<file path="src/hw/rtl/qrr_queue.sv">
`default_nettype none
// Small FIFO between front and back; the parent sizes its depth to leave room for items in flight.
// Read data is registered: it shows up the cycle after rd_en.
module qrr_queue #(
  parameter int W = 8,
  parameter int DEPTH = 4
) (
  input  wire logic         clk,
  input  wire logic         rst_n,
  input  wire logic         wr_en,
  input  wire logic [W-1:0] wr_data,
  input  wire logic         rd_en,
  output logic [W-1:0]      rd_data,
  output logic              empty,
  output logic [$clog2(DEPTH+1)-1:0] count
);
  localparam int AW = $clog2(DEPTH);
  logic [W-1:0]  mem_r [DEPTH];
  logic [W-1:0]  rd_data_r;
  logic [AW-1:0] wp_r, rp_r;
  logic [$clog2(DEPTH+1)-1:0] cnt_r;

  always_ff @(posedge clk) begin
    if (!rst_n) begin
      wp_r <= '0;
      rp_r <= '0;
      cnt_r <= '0;
    end else begin
      if (wr_en) wp_r <= (wp_r == AW'(DEPTH-1)) ? '0 : wp_r + 1'b1;
      if (rd_en) rp_r <= (rp_r == AW'(DEPTH-1)) ? '0 : rp_r + 1'b1;
      cnt_r <= cnt_r + (wr_en ? 1'b1 : 1'b0) - (rd_en ? 1'b1 : 1'b0);
    end
    if (wr_en) mem_r[wp_r] <= wr_data;
    if (rd_en) rd_data_r <= mem_r[rp_r];
  end

  assign rd_data = rd_data_r;
  assign empty = cnt_r == '0;
  assign count = cnt_r;
endmodule
`default_nettype wire

</file>
<file path="config.mk">
export PLATFORM = sky130hd
export DESIGN_NAME = qrr_queue
export DESIGN_NICKNAME = d
export VERILOG_FILES = /design/src/hw/rtl/qrr_queue.sv
export SDC_FILE = /design/constraint.sdc
export NUM_CORES = 1
export LEC_CHECK = 0
export BUFFER_PORTS_ARGS = -buffer_cell sky130_fd_sc_hd__buf_2
export CAP_MARGIN = 20
export CORE_UTILIZATION = 40
export CTS_CLUSTER_SIZE = 40
export DETAILED_ROUTE_END_ITERATION = 8
export PLACE_DENSITY = 0.71
export SETUP_SLACK_MARGIN = 0.4
export SYNTH_ARGS = -nofsm -noshare
export SYNTH_HDL_FRONTEND = slang
export SYNTH_SLANG_ARGS = --single-unit
</file>
<file path="constraint.sdc">
create_clock -name clk -period 1.6 [get_ports clk]
set_input_delay 0.48 -clock clk [delete_from_list [all_inputs] [get_ports clk]]
set_output_delay 0.48 -clock clk [all_outputs]
set_load 0.1 [all_outputs]
</file>
### Word level (Yosys, flattened, before mapping)

Memories as Yosys holds them, arrays and structs flattened. A register that Yosys moved wholly into a read port is not among the register bits.
Index checks and enable logic that the tools add are counted.

| operators by class | value |
|---|---|
| muxes and demuxes | 6 |
| reduce and logical (&&, ||, !) cells | 1 |
| equal/unequal tests | 2 |
| $add $sub $neg | 4 |

Operators with widths:

| kind | number |
|---|---|
| $add 2x1->2 const B | 2 |
| $eq 2x2->1 const B | 2 |
| $mux 1 | 4 |
| $mux 2 | 2 |
| $add 3x1->3 | 1 |
| $logic_not 3->1 | 1 |
| $sub 3x1->3 | 1 |

| storage, ports and cells | value |
|---|---|
| input port bits | 12 |
| memory bits (writable) | 32 |
| bits in registers | 7 |
| output and inout bits | 12 |
| memories kept | 1 |
| logic and storage cells | 17 |

Memory list:

| name | depth | bits a word | rd ports | clocked after memory_dff | wr ports | line | RTL |
|---|---|---|---|---|---|---|---|
| mem_r | 4 | 8 | 1 | 1 | 1 | 18 | `logic [W-1:0] mem_r [DEPTH];` |

### Longest topological paths before layout

| depth | value |
|---|---|
| depth in word-level cells | 3 |
| depth in mapped cells | 8 |
| mapped depth without buffers | 8 |

### Least setup slack after synthesis

No wires, ideal clock.

| timing | value |
|---|---|
| path kind | register to output |
| start point | register cnt_r[1] (netlist: count[1]) |
| end point | output port empty |
| stages on the path, launching flop included | 2 |
| path slack | -1,768 ps |
| buffers on the path | 0 |
| data required time | 1,120 ps |
| data arrival time | 2,888 ps |
| path through | dfxtp_1 nor3_1 |

| between the ends | value |
|---|---|
| cells in the longest elaborated chain, start to end | 1 |

Ends and longest elaborated chain:

| element | line | RTL |
|---|---|---|
| start, declared | 21 | `logic [$clog2(DEPTH+1)-1:0] cnt_r;` |
| start signal, assigned | 31 | `cnt_r <= cnt_r + (wr_en ? 1'b1 : 1'b0) - (rd_en ? 1'b1 : 1'b0);` |
| $logic_not 3->1 | 38 | `assign empty = cnt_r == '0;` |
| end, declared | 14 | `output logic empty,` |

Every way passes these cells.

### Final worst setup path

| timing | value |
|---|---|
| start point | register cnt_r[0] (netlist: count[0]) |
| end point | output port empty |

The elaborated chain is that of the path after synthesis.

==> flow_metrics.env <==
export IMPL_slew_headroom_pct=81.1
export IMPL_tightest_slew_ps=283
export IMPL_synthTopCellsByArea="edfxtp_1 66%, mux4_2 10%, dfxtp_1 7.8%"
export IMPL_yosys_top_cells_count="40 x edfxtp_1, 8 x mux4_2, 7 x dfxtp_1, 7 x ha_1, 6 x inv_1"
export IMPL_cp_max_fo=3
export IMPL_netlist_instances=90
export IMPL_synth_nets=110
export IMPL_power_density_nw_per_um2=1340
export IMPL_core_area_um2=4350
export IMPL_clock_fmax_mhz=652
export IMPL_fp_row_count=24
export IMPL_synth_top_area_share_pct=66.5
export IMPL_ioPinCount=24
export IMPL_grt_overflow_total=0
export IMPL_ys_types=18
export IMPL_ant_nets=0
export IMPL_final_area_um2=2380
export IMPL_clock_latency_ps=300
export IMPL_cts_tree="built"
export IMPL_start_util_pct=41.5
export IMPL_track_usage_pct=13.9
export IMPL_stdcell_count=185
export IMPL_gp_congestion=0.674
export IMPL_power_leakage_nw=0.873
export IMPL_peakVddDrop_uv=497
export IMPL_drt_iter0_drc=70
export IMPL_cts_buffers=5
export IMPL_chipHeight_um=69.2
export IMPL_crit_type="reg -> out"
export IMPL_clock_root_buffer="clkbuf_8"
export IMPL_layout_drive_gt1_share_pct=53.4
export IMPL_n_antenna_cell=0
export IMPL_synth_edf_count=40
export IMPL_min_path_type="in -> reg"
export IMPL_worstSetupStartpointType="flop"
export IMPL_grt_pass1_vias=1013
export IMPL_wl_per_cell_um=16.5
export IMPL_drc=0
export IMPL_outcome="complete, no violations"
export IMPL_yosysSeqAreaShare_pct=74.2
export IMPL_cpLargestDelayFamily="flip-flops"
export IMPL_cts_buffer_depth=2
export IMPL_crit_path_end_kind="primary output"
export IMPL_io_buffers=23
export IMPL_drv_slew=0
export IMPL_period_share_pct=95.9
export IMPL_clk_pin_slew_ps=90
export IMPL_slowest_delay_ps=370
export IMPL_dieArea_um2=4790
export IMPL_required_ps=1120
export IMPL_hold_viol_final=0
export IMPL_grt_pass1_wl_um=5000
export IMPL_skew_ps=8.24
export IMPL_die_w_um=69.2
export IMPL_grt_max_degree=16
export IMPL_finalWirelength_um=3060
export IMPL_path_cells="nor3_4 -> buf_12"
export IMPL_dp_hpwl_um=2160
export IMPL_cts_hold_buf=0
export IMPL_yosysWarnings=0
export IMPL_post_route_min_period_ps=1530
export IMPL_placed_cells=170
export IMPL_nNetsFinal=152
export IMPL_postLayoutCoreUtil_pct=54.7
export IMPL_dr_pass1_iters=4
export IMPL_cts_sink_count=47
export IMPL_vias=928
export IMPL_maxCapViolations=0
export IMPL_post_synth_cell_area_avg_um2=20.1
export IMPL_path_buf_inv=1
export IMPL_cp_slowest_cell="dfxtp_4"
export IMPL_cts_max_level=2
export IMPL_synth_most_common_cell="edfxtp_1"
export IMPL_hold_slack_ps=400
export IMPL_vias_per_cell=5.02
export IMPL_async_flop_share_pct=0
export IMPL_synth_seq_cells=47
export IMPL_worst_ep_arrival_time_ps=1050
export IMPL_setup_viol_count_final=0
export IMPL_dpl_cell_area_um2=2100
export IMPL_rsz0062_at_grt="true"
export IMPL_synth_largest_area_cell="edfxtp_1"
export IMPL_area_delta_synth_final_pct=31.8
export IMPL_synth_area_um2=1810
export IMPL_synth_main_ff_cell="edfxtp_1"
export IMPL_antenna_found_initial=0
kinds of logic after synthesis:
kind of cell    share of synthesized area, %
flops                                   74.2
compound gates                         0.762
simple gates                            4.57
fa+ha+maj                               5.96
mux                                     11.1
buf+inv                                 2.15
xor+xnor                                1.25
power by group:
group          total, W  internal [W]  switching (W)
Clock          0.000691      0.000304       0.000387
Sequential      0.00150       0.00143      0.0000659
Combinational  0.000990      0.000401       0.000588
worst paths after layout:
check	from	to	slack, ps	cells after the start
setup / recovery	count[0]$_SDFF_PN0_	empty	70	2
hold / removal	wr_data[0]	mem_r[3][0]$_DFFE_PP_	400	1
setup reg to reg	count[0]$_SDFF_PN0_	count[1]$_SDFF_PN0_	100	7
hold reg to reg	wp_r[0]$_SDFFE_PN0P_	wp_r[0]$_SDFFE_PN0P_	520	2
flip-flops by register name, summed over array words and instances, names as in the netlist:
register and cells:
wp_r 2, rd_data 8, rp_r 2, count 3, mem_r 32
layer usage:
metal,wire (um),track usage [%],up-vias
met5,0,0,-
li1,-,-,423
met2,1610,23.8,20
met1,1300,16.6,481
met4,35,4.31,0
met3,111,4.65,4
final cells by class:
cell class / count / area (um2)
fillers: 333 / 1970
well taps: 52 / 65.1
inverters: 6 / 25.0
clock buffers: 5 / 68.8
clock inverters: 3 / 20.0
flip-flops and latches: 47 / 1360
repair buffers: 37 / 357
multi-input cells: 35 / 483
placed cells by master (no fill, tap or decap), types with 2 or more instances in the layout:
| cell | count |
|---|---|
| inv_1 | 2 |
| dfxtp_4 | 5 |
| and2_1 | 4 |
| mux2i_1 | 2 |
| ha_1 | 4 |
| edfxtp_1 | 40 |
| dfxtp_2 | 2 |
| mux4_2 | 8 |
| buf_2 | 11 |
| buf_4 | 8 |
| nor2_1 | 4 |
| ha_4 | 3 |
| buf_12 | 4 |
| clkbuf_8 | 5 |
| buf_6 | 13 |
| inv_2 | 3 |
through the flow:
step | TNS [ps] | worst slack, ps | total power, W
final | 0 | 65.3 | 0.00318
after global placement | -221 | -115 | 0.00233
after floorplan | -295 | -161 | 0.00213
after global routing | 0 | 33.4 | 0.00330
after detailed placement | -308 | -157 | 0.00235
after CTS | 0 | 53.1 | 0.00317
timing repair:
| item | in CTS | in global routing |
|---|---|---|
| endpoints found under the setup margin | 50 | 45 |
| resized for setup | 34 | 9 |
| pin swaps | 3 | 3 |
| setup buffers | 5 | 2 |
(Power assumes the default switching activity.)
